<file path="src/rtl/core/ibar_pkg.sv">
// ----------------------------------------------------------------------------
// ibar_pkg
// Shared types and constants of the image border address resolver.
// ----------------------------------------------------------------------------
package ibar_pkg;

  localparam int DIM_W      = 13;  // image width / height register
  localparam int SMALL_W    = 3;   // channel count, bytes per channel
  localparam int MODE_W     = 2;
  localparam int CFG_IDX_W  = 3;
  localparam int CFG_DATA_W = 13;
  localparam int COORD_W    = 16;
  localparam int CHAN_W     = 2;
  localparam int RES_W      = 12;
  localparam int OFS_W      = 28;

  typedef enum logic [MODE_W-1:0] {
    BM_ZERO   = 2'd0,
    BM_MIRROR = 2'd1,
    BM_REPEAT = 2'd2,
    BM_WRAP   = 2'd3
  } border_mode_e;

  typedef enum logic [CFG_IDX_W-1:0] {
    CFG_WIDTH  = 3'd0,
    CFG_HEIGHT = 3'd1,
    CFG_CHANS  = 3'd2,
    CFG_BPC    = 3'd3,
    CFG_MODE   = 3'd4
  } cfg_idx_e;

  // effective (already clamped) configuration
  typedef struct packed {
    logic [DIM_W-1:0]   width;
    logic [DIM_W-1:0]   height;
    logic [SMALL_W-1:0] chans;
    logic [SMALL_W-1:0] bpc;
    border_mode_e       mode;
  } cfg_t;

  typedef struct packed {
    logic signed [COORD_W-1:0] coord_x;
    logic signed [COORD_W-1:0] coord_y;
    logic [CHAN_W-1:0]         channel_index;
  } in_word_t;

  typedef struct packed {
    logic              inside_res;
    logic              fault;
    logic [RES_W-1:0]  resolved_x;
    logic [RES_W-1:0]  resolved_y;
    logic [OFS_W-1:0]  byte_offset;
  } out_word_t;

  typedef struct packed {
    logic wrap;  // result still needs the wrap remainder
    logic neg;   // coordinate was negative
  } axis_flags_t;

  typedef struct packed {
    logic hit;
    logic fault;
  } res_flags_t;

endpackage

</file>
<file path="src/rtl/core/ibar_cfg.sv">
// ----------------------------------------------------------------------------
// ibar_cfg
// Configuration registers; values are clamped to their legal range on write.
// ----------------------------------------------------------------------------
module ibar_cfg import ibar_pkg::*; #(
  parameter int MAX_DIM = 4096
) (
  input  logic                  clk_i,
  input  logic                  rst_ni,
  input  logic                  we_i,
  input  logic [CFG_IDX_W-1:0]  idx_i,
  input  logic [CFG_DATA_W-1:0] data_i,
  output cfg_t                  cfg_o
);

  logic [DIM_W-1:0]   width_q, width_d;
  logic [DIM_W-1:0]   height_q, height_d;
  logic [SMALL_W-1:0] chans_q, chans_d;
  logic [SMALL_W-1:0] bpc_q, bpc_d;
  border_mode_e       mode_q, mode_d;

  function automatic logic [DIM_W-1:0] clamp_dim(logic [DIM_W-1:0] v);
    logic [DIM_W-1:0] r;
    if (v == '0) begin
      r = DIM_W'(1);
    end else if (32'(v) > 32'(MAX_DIM)) begin
      r = DIM_W'(MAX_DIM);
    end else begin
      r = v;
    end
    return r;
  endfunction

  function automatic logic [SMALL_W-1:0] clamp_small(logic [SMALL_W-1:0] v);
    logic [SMALL_W-1:0] r;
    if (v == '0) begin
      r = SMALL_W'(1);
    end else if (v > SMALL_W'(4)) begin
      r = SMALL_W'(4);
    end else begin
      r = v;
    end
    return r;
  endfunction

  always_comb begin
    width_d  = width_q;
    height_d = height_q;
    chans_d  = chans_q;
    bpc_d    = bpc_q;
    mode_d   = mode_q;
    if (we_i) begin
      case (cfg_idx_e'(idx_i))
        CFG_WIDTH:  width_d  = clamp_dim(data_i[DIM_W-1:0]);
        CFG_HEIGHT: height_d = clamp_dim(data_i[DIM_W-1:0]);
        CFG_CHANS:  chans_d  = clamp_small(data_i[SMALL_W-1:0]);
        CFG_BPC:    bpc_d    = clamp_small(data_i[SMALL_W-1:0]);
        CFG_MODE:   mode_d   = border_mode_e'(data_i[MODE_W-1:0]);
        default: ;  // no register there
      endcase
    end
  end

  always_ff @(posedge clk_i or negedge rst_ni) begin
    if (!rst_ni) begin
      width_q  <= DIM_W'(1);
      height_q <= DIM_W'(1);
      chans_q  <= SMALL_W'(1);
      bpc_q    <= SMALL_W'(1);
      mode_q   <= BM_ZERO;
    end else begin
      width_q  <= width_d;
      height_q <= height_d;
      chans_q  <= chans_d;
      bpc_q    <= bpc_d;
      mode_q   <= mode_d;
    end
  end

  assign cfg_o = '{width: width_q, height: height_q, chans: chans_q,
                   bpc: bpc_q, mode: mode_q};

  ap_mode_write: assert property (@(posedge clk_i) disable iff (!rst_ni)
    (we_i && idx_i == CFG_MODE) |=> cfg_o.mode == $past(data_i[MODE_W-1:0]))
    else $error("border mode write not taken");

endmodule

</file>
<file path="src/rtl/core/ibar_classify.sv">
// ----------------------------------------------------------------------------
// ibar_classify
// Input register and per-axis border classification (two stages).
// ----------------------------------------------------------------------------
module ibar_classify import ibar_pkg::*; #(
  parameter int MAX_DIM    = 4096,
  parameter int COORD_BITS = 16,
  localparam int RW = ($clog2(MAX_DIM) < DIM_W) ? $clog2(MAX_DIM) : DIM_W
) (
  input  logic                  clk_i,
  input  logic                  rst_ni,
  input  cfg_t                  cfg_i,
  input  logic                  in_valid_i,
  output logic                  in_ready_o,
  input  in_word_t              in_word_i,
  output logic                  out_valid_o,
  input  logic                  out_ready_i,
  output logic [COORD_BITS-1:0] x_mag_o,
  output logic [COORD_BITS-1:0] y_mag_o,
  output logic [RW-1:0]         x_pre_o,
  output logic [RW-1:0]         y_pre_o,
  output axis_flags_t           x_flags_o,
  output axis_flags_t           y_flags_o,
  output res_flags_t            flags_o,
  output logic [CHAN_W-1:0]     chan_o
);

  localparam int EW = ((COORD_BITS > DIM_W) ? COORD_BITS : DIM_W) + 2;
  localparam logic signed [EW-1:0] E_ONE = EW'(1);

  typedef enum logic [1:0] {AX_OK, AX_NONE, AX_FAULT} axis_st_e;

  typedef struct packed {
    axis_st_e              st;
    logic [RW-1:0]         res;
    axis_flags_t           fl;
    logic [COORD_BITS-1:0] mag;
  } axis_t;

  function automatic axis_t classify_axis(logic [COORD_BITS-1:0] raw,
                                          logic [DIM_W-1:0] s,
                                          border_mode_e mode);
    logic signed [EW-1:0] ie;
    logic signed [EW-1:0] se;
    logic signed [EW-1:0] mir;
    logic                 neg;
    logic                 in_img;
    logic                 mir_ok;
    axis_t                a;
    ie     = EW'($signed(raw));
    se     = $signed(EW'(s));
    neg    = raw[COORD_BITS-1];
    in_img = !neg && (ie < se);
    // one reflection, edge not repeated
    mir    = neg ? -ie : (((se - E_ONE) <<< 1) - ie);
    mir_ok = !mir[EW-1] && (mir < se);
    a.mag     = COORD_BITS'(neg ? -ie : ie);
    a.fl.neg  = neg;
    a.fl.wrap = 1'b0;
    a.res     = '0;
    a.st      = AX_NONE;
    if (in_img) begin
      a.st  = AX_OK;
      a.res = RW'(ie);
    end else begin
      case (mode)
        BM_ZERO:   a.st = AX_NONE;
        BM_MIRROR: begin
          a.st  = mir_ok ? AX_OK : AX_FAULT;
          a.res = RW'(mir);
        end
        BM_REPEAT: begin
          a.st  = AX_OK;
          a.res = neg ? '0 : RW'(s - DIM_W'(1));
        end
        BM_WRAP: begin
          a.st      = AX_OK;
          a.fl.wrap = 1'b1;
        end
        default:   a.st = AX_NONE;
      endcase
    end
    return a;
  endfunction

  logic              in0_vld_q;
  in_word_t          in0_q;
  logic              cls_vld_q;
  axis_t             x_q, x_d, y_q, y_d;
  res_flags_t        fl_q, fl_d;
  logic [CHAN_W-1:0] chan_q;
  logic              rdy0, rdy1;

  assign rdy1       = !cls_vld_q || out_ready_i;
  assign rdy0       = !in0_vld_q || rdy1;
  assign in_ready_o = rdy0;

  always_comb begin
    x_d = classify_axis(COORD_BITS'($unsigned(in0_q.coord_x)), cfg_i.width, cfg_i.mode);
    y_d = classify_axis(COORD_BITS'($unsigned(in0_q.coord_y)), cfg_i.height, cfg_i.mode);
    if ({1'b0, in0_q.channel_index} >= cfg_i.chans) begin
      fl_d = '{hit: 1'b0, fault: 1'b1};
    end else if (x_d.st != AX_OK) begin
      // x failed: y is not looked at
      fl_d = '{hit: 1'b0, fault: (x_d.st == AX_FAULT)};
    end else begin
      fl_d = '{hit: (y_d.st == AX_OK), fault: (y_d.st == AX_FAULT)};
    end
  end

  always_ff @(posedge clk_i or negedge rst_ni) begin
    if (!rst_ni) begin
      in0_vld_q <= 1'b0;
      cls_vld_q <= 1'b0;
    end else begin
      if (rdy0) begin
        in0_vld_q <= in_valid_i;
      end
      if (rdy1) begin
        cls_vld_q <= in0_vld_q;
      end
    end
  end

  always_ff @(posedge clk_i) begin
    if (rdy0 && in_valid_i) begin
      in0_q <= in_word_i;
    end
    if (rdy1 && in0_vld_q) begin
      x_q    <= x_d;
      y_q    <= y_d;
      fl_q   <= fl_d;
      chan_q <= in0_q.channel_index;
    end
  end

  assign out_valid_o = cls_vld_q;
  assign x_mag_o     = x_q.mag;
  assign y_mag_o     = y_q.mag;
  assign x_pre_o     = x_q.res;
  assign y_pre_o     = y_q.res;
  assign x_flags_o   = x_q.fl;
  assign y_flags_o   = y_q.fl;
  assign flags_o     = fl_q;
  assign chan_o      = chan_q;

  ap_flags_excl: assert property (@(posedge clk_i) disable iff (!rst_ni)
    cls_vld_q |-> !(fl_q.hit && fl_q.fault))
    else $error("word marked both inside and faulted");

endmodule

</file>
<file path="src/rtl/core/ibar_mod_pipe.sv">
// ----------------------------------------------------------------------------
// ibar_mod_pipe
// Restoring remainder pipeline, one numerator bit per stage, both axes in
// lockstep; a sideband vector travels alongside.
// ----------------------------------------------------------------------------
module ibar_mod_pipe import ibar_pkg::*; #(
  parameter int NUM_W  = 16,
  parameter int SIDE_W = 1
) (
  input  logic              clk_i,
  input  logic              rst_ni,
  input  logic              in_valid_i,
  output logic              in_ready_o,
  input  logic [NUM_W-1:0]  x_num_i,
  input  logic [NUM_W-1:0]  y_num_i,
  input  logic [DIM_W-1:0]  x_den_i,
  input  logic [DIM_W-1:0]  y_den_i,
  input  logic [SIDE_W-1:0] side_i,
  output logic              out_valid_o,
  input  logic              out_ready_i,
  output logic [DIM_W-1:0]  x_rem_o,
  output logic [DIM_W-1:0]  y_rem_o,
  output logic [SIDE_W-1:0] side_o
);

  logic [NUM_W-1:0]  vld_q, vld_f;
  logic [NUM_W:0]    rdy;
  logic [DIM_W-1:0]  xr_q [NUM_W];
  logic [DIM_W-1:0]  xr_f [NUM_W];
  logic [DIM_W-1:0]  xr_d [NUM_W];
  logic [DIM_W-1:0]  yr_q [NUM_W];
  logic [DIM_W-1:0]  yr_f [NUM_W];
  logic [DIM_W-1:0]  yr_d [NUM_W];
  logic [NUM_W-1:0]  xn_q [NUM_W];
  logic [NUM_W-1:0]  xn_f [NUM_W];
  logic [NUM_W-1:0]  xn_d [NUM_W];
  logic [NUM_W-1:0]  yn_q [NUM_W];
  logic [NUM_W-1:0]  yn_f [NUM_W];
  logic [NUM_W-1:0]  yn_d [NUM_W];
  logic [SIDE_W-1:0] sd_q [NUM_W];
  logic [SIDE_W-1:0] sd_f [NUM_W];

  // remainder stays below d, so one compare and subtract per bit
  function automatic logic [DIM_W-1:0] rem_step(logic [DIM_W-1:0] r, logic b,
                                                logic [DIM_W-1:0] d);
    logic [DIM_W:0]   t;
    logic [DIM_W-1:0] q;
    t = {r, b};
    if (t >= {1'b0, d}) begin
      q = DIM_W'(t - {1'b0, d});
    end else begin
      q = DIM_W'(t);
    end
    return q;
  endfunction

  always_comb begin
    vld_f[0] = in_valid_i;
    xr_f[0]  = '0;
    yr_f[0]  = '0;
    xn_f[0]  = x_num_i;
    yn_f[0]  = y_num_i;
    sd_f[0]  = side_i;
    for (int k = 1; k < NUM_W; k++) begin
      vld_f[k] = vld_q[k-1];
      xr_f[k]  = xr_q[k-1];
      yr_f[k]  = yr_q[k-1];
      xn_f[k]  = xn_q[k-1];
      yn_f[k]  = yn_q[k-1];
      sd_f[k]  = sd_q[k-1];
    end
    for (int k = 0; k < NUM_W; k++) begin
      xr_d[k] = rem_step(xr_f[k], xn_f[k][NUM_W-1], x_den_i);
      yr_d[k] = rem_step(yr_f[k], yn_f[k][NUM_W-1], y_den_i);
      xn_d[k] = {xn_f[k][NUM_W-2:0], 1'b0};
      yn_d[k] = {yn_f[k][NUM_W-2:0], 1'b0};
    end
  end

  // a stage takes a word when empty or when its own word moves on
  assign rdy[NUM_W] = out_ready_i;
  for (genvar k = 0; k < NUM_W; k++) begin : g_rdy
    assign rdy[k] = !vld_q[k] || rdy[k+1];
  end

  always_ff @(posedge clk_i or negedge rst_ni) begin
    if (!rst_ni) begin
      vld_q <= '0;
    end else begin
      for (int k = 0; k < NUM_W; k++) begin
        if (rdy[k]) begin
          vld_q[k] <= vld_f[k];
        end
      end
    end
  end

  always_ff @(posedge clk_i) begin
    for (int k = 0; k < NUM_W; k++) begin
      if (rdy[k] && vld_f[k]) begin
        xr_q[k] <= xr_d[k];
        yr_q[k] <= yr_d[k];
        xn_q[k] <= xn_d[k];
        yn_q[k] <= yn_d[k];
        sd_q[k] <= sd_f[k];
      end
    end
  end

  assign in_ready_o  = rdy[0];
  assign out_valid_o = vld_q[NUM_W-1];
  assign x_rem_o     = xr_q[NUM_W-1];
  assign y_rem_o     = yr_q[NUM_W-1];
  assign side_o      = sd_q[NUM_W-1];

  ap_full_stall: assert property (@(posedge clk_i) disable iff (!rst_ni)
    !in_ready_o |-> (out_valid_o && !out_ready_i))
    else $error("remainder pipe refuses input with a free stage");

  ap_first_stage: assert property (@(posedge clk_i) disable iff (!rst_ni)
    (in_valid_i && in_ready_o) |=> vld_q[0])
    else $error("accepted word lost at first stage");

endmodule

</file>
<file path="src/rtl/core/ibar_addr.sv">
// ----------------------------------------------------------------------------
// ibar_addr
// Byte offset ((y*w+x)*ch+c)*bpc over three stages plus an output register.
// ----------------------------------------------------------------------------
module ibar_addr import ibar_pkg::*; #(
  parameter int MAX_DIM = 4096,
  localparam int RW = ($clog2(MAX_DIM) < DIM_W) ? $clog2(MAX_DIM) : DIM_W
) (
  input  logic              clk_i,
  input  logic              rst_ni,
  input  cfg_t              cfg_i,
  input  logic              in_valid_i,
  output logic              in_ready_o,
  input  res_flags_t        flags_i,
  input  logic [RW-1:0]     rx_i,
  input  logic [RW-1:0]     ry_i,
  input  logic [CHAN_W-1:0] chan_i,
  output logic              out_valid_o,
  input  logic              out_ready_i,
  output out_word_t         out_word_o
);

  localparam int LIN_W = RW + DIM_W + 1;
  localparam int LC_W  = LIN_W + 2;
  localparam int OW    = LC_W + 2;

  logic              a_vld_q, b_vld_q, c_vld_q, o_vld_q;
  logic              rdy_a, rdy_b, rdy_c, rdy_o;
  res_flags_t        a_fl_q, b_fl_q, c_fl_q;
  logic [RW-1:0]     a_rx_q, b_rx_q, c_rx_q;
  logic [RW-1:0]     a_ry_q, b_ry_q, c_ry_q;
  logic [CHAN_W-1:0] a_ch_q, b_ch_q;
  logic [LIN_W-1:0]  b_lin_q, b_lin_d;
  logic [LC_W-1:0]   c_lc_q, c_lc_d;
  logic [OW-1:0]     off;
  out_word_t         out_q, out_d;

  assign rdy_o      = !o_vld_q || out_ready_i;
  assign rdy_c      = !c_vld_q || rdy_o;
  assign rdy_b      = !b_vld_q || rdy_c;
  assign rdy_a      = !a_vld_q || rdy_b;
  assign in_ready_o = rdy_a;

  assign b_lin_d = LIN_W'(a_ry_q) * LIN_W'(cfg_i.width) + LIN_W'(a_rx_q);
  assign c_lc_d  = LC_W'(b_lin_q) * LC_W'(cfg_i.chans) + LC_W'(b_ch_q);
  assign off     = OW'(c_lc_q) * OW'(cfg_i.bpc);

  always_comb begin
    out_d = '0;
    out_d.fault = c_fl_q.fault;
    if (c_fl_q.hit) begin
      out_d.inside_res  = 1'b1;
      out_d.resolved_x  = RES_W'(c_rx_q);
      out_d.resolved_y  = RES_W'(c_ry_q);
      out_d.byte_offset = OFS_W'(off);
    end
  end

  always_ff @(posedge clk_i or negedge rst_ni) begin
    if (!rst_ni) begin
      a_vld_q <= 1'b0;
      b_vld_q <= 1'b0;
      c_vld_q <= 1'b0;
      o_vld_q <= 1'b0;
    end else begin
      if (rdy_a) a_vld_q <= in_valid_i;
      if (rdy_b) b_vld_q <= a_vld_q;
      if (rdy_c) c_vld_q <= b_vld_q;
      if (rdy_o) o_vld_q <= c_vld_q;
    end
  end

  always_ff @(posedge clk_i) begin
    if (rdy_a && in_valid_i) begin
      a_fl_q <= flags_i;
      a_rx_q <= rx_i;
      a_ry_q <= ry_i;
      a_ch_q <= chan_i;
    end
    if (rdy_b && a_vld_q) begin
      b_fl_q  <= a_fl_q;
      b_rx_q  <= a_rx_q;
      b_ry_q  <= a_ry_q;
      b_ch_q  <= a_ch_q;
      b_lin_q <= b_lin_d;
    end
    if (rdy_c && b_vld_q) begin
      c_fl_q <= b_fl_q;
      c_rx_q <= b_rx_q;
      c_ry_q <= b_ry_q;
      c_lc_q <= c_lc_d;
    end
    if (rdy_o && c_vld_q) begin
      out_q <= out_d;
    end
  end

  assign out_valid_o = o_vld_q;
  assign out_word_o  = out_q;

  ap_stall_src: assert property (@(posedge clk_i) disable iff (!rst_ni)
    !in_ready_o |-> (out_valid_o && !out_ready_i))
    else $error("address stages refuse input with a free stage");

endmodule

</file>
<file path="src/rtl/core/image_border_address_resolver_core.sv">
// ----------------------------------------------------------------------------
// image_border_address_resolver_core
// Resolves a signed pixel coordinate against the image border rule and
// returns the resolved pixel and the byte offset of one channel value.
// ----------------------------------------------------------------------------
//  port group   direction  handshake                 word
//  in_*         in         in_valid_i / in_ready_o   in_word_t
//  out_*        out        out_valid_o / out_ready_i out_word_t
//  cfg_*        in         cfg_we_i (no wait)        cfg_idx_i, cfg_data_i
//
//  One word per cycle unless the output stalls; every word passes the remainder
//  pipeline (one coordinate bit per stage) used for wrap mode.
//  Reset clears all stage valids and sets width, height, channels and bytes
//  per channel to 1, border mode to zero.
//  A stalled output holds its stage; upstream stages keep filling bubbles.
// ----------------------------------------------------------------------------
module image_border_address_resolver_core import ibar_pkg::*; #(
  parameter int MAX_DIM    = 4096,
  parameter int COORD_BITS = 16
) (
  input  logic                  clk_i,
  input  logic                  rst_ni,
  input  logic                  in_valid_i,
  output logic                  in_ready_o,
  input  in_word_t              in_word_i,
  output logic                  out_valid_o,
  input  logic                  out_ready_i,
  output out_word_t             out_word_o,
  input  logic                  cfg_we_i,
  input  logic [CFG_IDX_W-1:0]  cfg_idx_i,
  input  logic [CFG_DATA_W-1:0] cfg_data_i
);

  localparam int RW = ($clog2(MAX_DIM) < DIM_W) ? $clog2(MAX_DIM) : DIM_W;

  typedef struct packed {
    logic [RW-1:0]     x_pre;
    logic [RW-1:0]     y_pre;
    axis_flags_t       x_fl;
    axis_flags_t       y_fl;
    res_flags_t        fl;
    logic [CHAN_W-1:0] chan;
  } side_t;

  localparam int SIDE_W = $bits(side_t);

  cfg_t                  cfg;
  logic                  cls_valid, cls_ready;
  logic [COORD_BITS-1:0] x_mag, y_mag;
  side_t                 cls_side, mod_side;
  logic                  mod_valid, mod_ready;
  logic [DIM_W-1:0]      x_rem, y_rem;
  logic [RW-1:0]         rx, ry;

  // negative coordinate: count back from the far edge, exact multiple gives 0
  function automatic logic [RW-1:0] wrap_fix(logic [DIM_W-1:0] r,
                                             logic [DIM_W-1:0] s, logic neg);
    logic [RW-1:0] v;
    if (neg && r != '0) begin
      v = RW'(s - r);
    end else begin
      v = RW'(r);
    end
    return v;
  endfunction

  ibar_cfg #(
    .MAX_DIM (MAX_DIM)
  ) u_cfg (
    .clk_i  (clk_i),
    .rst_ni (rst_ni),
    .we_i   (cfg_we_i),
    .idx_i  (cfg_idx_i),
    .data_i (cfg_data_i),
    .cfg_o  (cfg)
  );

  ibar_classify #(
    .MAX_DIM    (MAX_DIM),
    .COORD_BITS (COORD_BITS)
  ) u_classify (
    .clk_i       (clk_i),
    .rst_ni      (rst_ni),
    .cfg_i       (cfg),
    .in_valid_i  (in_valid_i),
    .in_ready_o  (in_ready_o),
    .in_word_i   (in_word_i),
    .out_valid_o (cls_valid),
    .out_ready_i (cls_ready),
    .x_mag_o     (x_mag),
    .y_mag_o     (y_mag),
    .x_pre_o     (cls_side.x_pre),
    .y_pre_o     (cls_side.y_pre),
    .x_flags_o   (cls_side.x_fl),
    .y_flags_o   (cls_side.y_fl),
    .flags_o     (cls_side.fl),
    .chan_o      (cls_side.chan)
  );

  ibar_mod_pipe #(
    .NUM_W  (COORD_BITS),
    .SIDE_W (SIDE_W)
  ) u_mod_pipe (
    .clk_i       (clk_i),
    .rst_ni      (rst_ni),
    .in_valid_i  (cls_valid),
    .in_ready_o  (cls_ready),
    .x_num_i     (x_mag),
    .y_num_i     (y_mag),
    .x_den_i     (cfg.width),
    .y_den_i     (cfg.height),
    .side_i      (cls_side),
    .out_valid_o (mod_valid),
    .out_ready_i (mod_ready),
    .x_rem_o     (x_rem),
    .y_rem_o     (y_rem),
    .side_o      (mod_side)
  );

  always_comb begin
    rx = mod_side.x_fl.wrap ? wrap_fix(x_rem, cfg.width, mod_side.x_fl.neg)
                            : mod_side.x_pre;
    ry = mod_side.y_fl.wrap ? wrap_fix(y_rem, cfg.height, mod_side.y_fl.neg)
                            : mod_side.y_pre;
  end

  ibar_addr #(
    .MAX_DIM (MAX_DIM)
  ) u_addr (
    .clk_i       (clk_i),
    .rst_ni      (rst_ni),
    .cfg_i       (cfg),
    .in_valid_i  (mod_valid),
    .in_ready_o  (mod_ready),
    .flags_i     (mod_side.fl),
    .rx_i        (rx),
    .ry_i        (ry),
    .chan_i      (mod_side.chan),
    .out_valid_o (out_valid_o),
    .out_ready_i (out_ready_i),
    .out_word_o  (out_word_o)
  );

endmodule
</file>
<file path="config.mk">
export PLATFORM = sky130hd
export DESIGN_NAME = image_border_address_resolver_core
export DESIGN_NICKNAME = d
export VERILOG_FILES = /design/src/rtl/core/ibar_pkg.sv /design/src/rtl/core/ibar_cfg.sv /design/src/rtl/core/ibar_classify.sv /design/src/rtl/core/ibar_mod_pipe.sv /design/src/rtl/core/ibar_addr.sv /design/src/rtl/core/image_border_address_resolver_core.sv
export SDC_FILE = /design/constraint.sdc
export NUM_CORES = 2
export LEC_CHECK = 0
export BUFFER_PORTS_ARGS = -buffer_cell sky130_fd_sc_hd__buf_2
export CAP_MARGIN = 10
export CORE_MARGIN = 2
export CORE_UTILIZATION = 49
export DETAILED_ROUTE_END_ITERATION = 16
export PLACE_DENSITY = 0.7
export SYNTH_ARGS = -nofsm -noshare
export SYNTH_HDL_FRONTEND = slang
export SYNTH_SLANG_ARGS = --single-unit
</file>
<file path="constraint.sdc">
create_clock -name clk_i -period 7.47 [get_ports clk_i]
set_clock_uncertainty 0.05 [all_clocks]
set_input_delay 0.747 -clock clk_i [delete_from_list [all_inputs] [get_ports clk_i]]
set_output_delay 0.747 -clock clk_i [all_outputs]
set_load 0.005 [all_outputs]
</file>
==> reports/results.ini <==
[run_status]
run_status=completed

[power_and_ir_drop]
p_leak_uw=0.0368
vdd.ir_drop.worst_mv=0.450
p_per_area_nw_per_um2=470

[placement]
port-buffer-count=110
detailedPlacementHpwl_mm=132
placedInstanceArea_um2=88200
place_congestion=0.877

[detailed_routing]
drt_first_pass_iters=6
post_drt_wl_per_cell_um=19.8
initialDrtViolationCount=3958
post_drt_via_cell_ratio=5.65
wl_final_mm=187
num_vias=53300
drcViolationCount=0
drtAntennaViolNets=0

[floorplan]
floorplan.initialDensity_pct=49.3
fp.dieArea_um2=176000
row_count=152
core_region_area_um2=172000
ios=111
die_y_um=419
dieWidth_um=419

[sta]
maxSlewViolCount=0
maxSlewHeadroom_pct=23.6
finalHoldViolations=0
final.setup.tns_ns=0
tightest_slew_ns=1.14
finalCriticalPeriod_ns=6.29
setup_viol=0
fin_crit_sh_pct=84.2
unrepaired_setup_endpoints_after_global_routing=false
timing.fmax_ghz=0.159

[setup_path]
setup.worst_path.start_class=flop
end_kind=flop
worst_ep_required_time_ns=7.93
crit_path_kind=reg2reg
path_max_fanout=20
timing.critical_path.arrival_ns=6.75

[yosys]
synth_largest_type_area_fraction_pct=51.7
number_of_synthesized_register_bits=1512
synth.yosys.warnings=0
asyncSetResetFlopFracSynth_pct=3.70
yosys_most_used_dff=edfxtp_1
synth_area_leaders=edfxtp_1 52%, ha_1 9.7%, fa_1 4.9%
synth-edff-count=1456
synthDistinctLibCells=89
syn_avg_cell_area_um2=12.5
yosys.area.top_type=edfxtp_1
synth_area_um2=84600
synth_net_count=7696
synthesis.instances=6775
synth.yosys.seq_area_share_pct=53.3

[grt]
grt_antenna_before_repair=8
grt_use_met1_pct=29.1
first_global_vias=53000
globalRoute.totalOverflow=0
busiest_layer=met2
grt_pass1_wl_mm=293
maximum_number_of_pins_on_one_net_before_global_route_repair=77
grt_use_total_pct=21.3
use_met3_pct=3.61
groute.layer.met2.usage_pct=34.9

[clocking]
cts_inserted_buffers=161
clk-insertion-delay-late_ns=0.83
clk_transition_reported_paths_ns=0.06
cts.htree.levels=4
clockRootBuffer=clkbuf_16
clock_tree_from_tritoncts=yes
cts_num_sinks=1512
clock_path_buffers=3

[cells_and_area]
final_common_cell=edfxtp_1
final_net_count=7916
post_route_cells_drive_above_1_share_pct=11.7
most_frequent_cells_in_the_layout=1456 x edfxtp_1, 659 x ha_1, 536 x nand2_1, 485 x inv_1, 356 x a21oi_1
area.growth.synth_to_final_pct=10.8
post-route-cell-area_um2=93800

[min_path]
holdCritPathClass=in2reg

[job]
cap_viol_max_count=0

[per-stage QoR]
step | power, uW | util [%] | std cells | hold slack, ns | worst slack [ns]
2_1_floorplan | 30900 | - | 6775 | 0.350 | 0.632
3_3_place_gp | 35200 | 51.4 | 9138 | 0.350 | 1.32
3_5_place_dp | 35700 | 51.4 | 9138 | 0.355 | 1.33
4_1_cts | 44100 | 54.6 | 9439 | 0.000152 | 1.23
5_1_grt | 47400 | 54.7 | 9441 | 0.0110 | 0.862
6_report | 44100 | 54.7 | 9443 | 0.0610 | 1.18
[routing by layer]
metal  part of all wire [%]  routed length [um]  vias to the layer above
li1                       -                   -                    25400
met1                     45               84200                    26200
met2                     47               87300                     1388
met3                    5.6               10400                      297
met4                    2.6                4870                        0
met5                      0                   0                        -
[cells in the mapped netlist (all sizes together), types with 37 or more instances]
cell	count
a211o	49
ha	659
a21o	74
o31ai	41
a21oi	360
xor2	68
mux2	325
nand2	536
clkbuf	92
o21ai	264
nor3	154
a21boi	52
inv	490
nor2	346
and3	51
nand2b	118
o21a	77
o211ai	37
nand3	96
dfrtp	52
edfxtp	1456
and2	116
xnor2	347
fa	207
a211oi	40
mux2i	78
nor2b	97
nand4	82
[report_power, final]
| group | internal, uW | switching, uW | total [uW] | leakage (uW) |
|---|---|---|---|---|
| clock | 4690 | 3490 | 8170 | 0.00265 |
| sequential | 12800 | 1420 | 14200 | 0.0150 |
| combinational | 9910 | 11700 | 21700 | 0.0192 |
[cell type report]
type | count | area, um^2
fill | 14100 | 77800
sequential | 1512 | 45100
multi-input combinational | 4644 | 37200
clock buffer | 193 | 4190
tap | 2310 | 2890
inverter | 491 | 1840
clock inverter | 105 | 1370
timing repair buffer | 185 | 1120
antenna | 3 | 7.51
[cells by family after synthesis]
| group | count (synthesis) | share of synthesized area (%) |
|---|---|---|
| xor gates and xnor gates | 415 | 4.30 |
| AOI/OAI and AO/OA | 1246 | 9.68 |
| buffers and inverters | 619 | 2.83 |
| adders and majority gates | 866 | 14.6 |
| DFF | 1512 | 53.3 |
| muxes | 403 | 5.36 |
| and+or+nand+nor | 1714 | 9.84 |
[critical path, cell delays in order, from the launching register on]
cell and delay [ns]:
dfrtp_1 0.91, nand2_1 0.18, fa_1 0.57, inv_1 0.05, fa_1 0.49, inv_1 0.05
fa_1 0.51, inv_1 0.05, fa_1 0.48, fa_1 0.50, ha_1 0.26, nor4_1 0.27
o21ai_1 0.17, a311oi_1 0.48, o21bai_1 0.17, a21boi_0 0.30, nor2b_1 0.09, o21a_1 0.17
o31a_1 0.24
[flip-flops by register name, indices dropped and copies added (netlist names), 16 cells and up]
| register | count |
|---|---|
| u_mod_pipe.yr_q | 208 |
| u_classify.y_mag_o | 16 |
| u_mod_pipe.xr_q | 208 |
| u_mod_pipe.vld_q | 16 |
| u_addr.out_word_o | 54 |
| u_mod_pipe.yn_q | 120 |
| u_mod_pipe.sd_q | 512 |
| u_addr.c_lc_q | 28 |
| u_classify.x_mag_o | 16 |
| u_classify.in0_q | 34 |
| u_mod_pipe.xn_q | 120 |
| u_addr.b_lin_q | 26 |
[path summary, 6_finish.rpt]
| kind | to | slack [ns] | startpoint | depth (start not counted) |
|---|---|---|---|---|
| max | u_addr.b_lin_q[19]$_DFFE_PP_ | 1.18 | u_cfg.width_q[6]$_DFFE_PN0P_ | 18 |
| max in group asynchronous | u_cfg.width_q[1]$_DFFE_PN0P_ | 6.08 | rst_ni | 2 |
| min in group asynchronous | u_mod_pipe.vld_q[15]$_DFFE_PN0P_ | 0.56 | rst_ni | 2 |
| min | u_classify.in0_q[5]$_DFFE_PP_ | 0.06 | in_word_i[5] | 1 |
| max reg2reg | u_addr.b_lin_q[19]$_DFFE_PP_ | 1.18 | u_cfg.width_q[6]$_DFFE_PN0P_ | 18 |
| min reg2reg | u_mod_pipe.xn_q[0][68]$_DFFE_PP_ | 0.34 | u_mod_pipe.xn_q[0][52]$_DFFE_PP_ | 0 |
[timing repair]
item                                   in CTS  in global routing
buffers inserted                            0                  0
endpoints found under the hold margin       5                  0
gates resized for setup                     0                  0
hold buffers                                3                  0
Power figures use the tool's default switching activity.
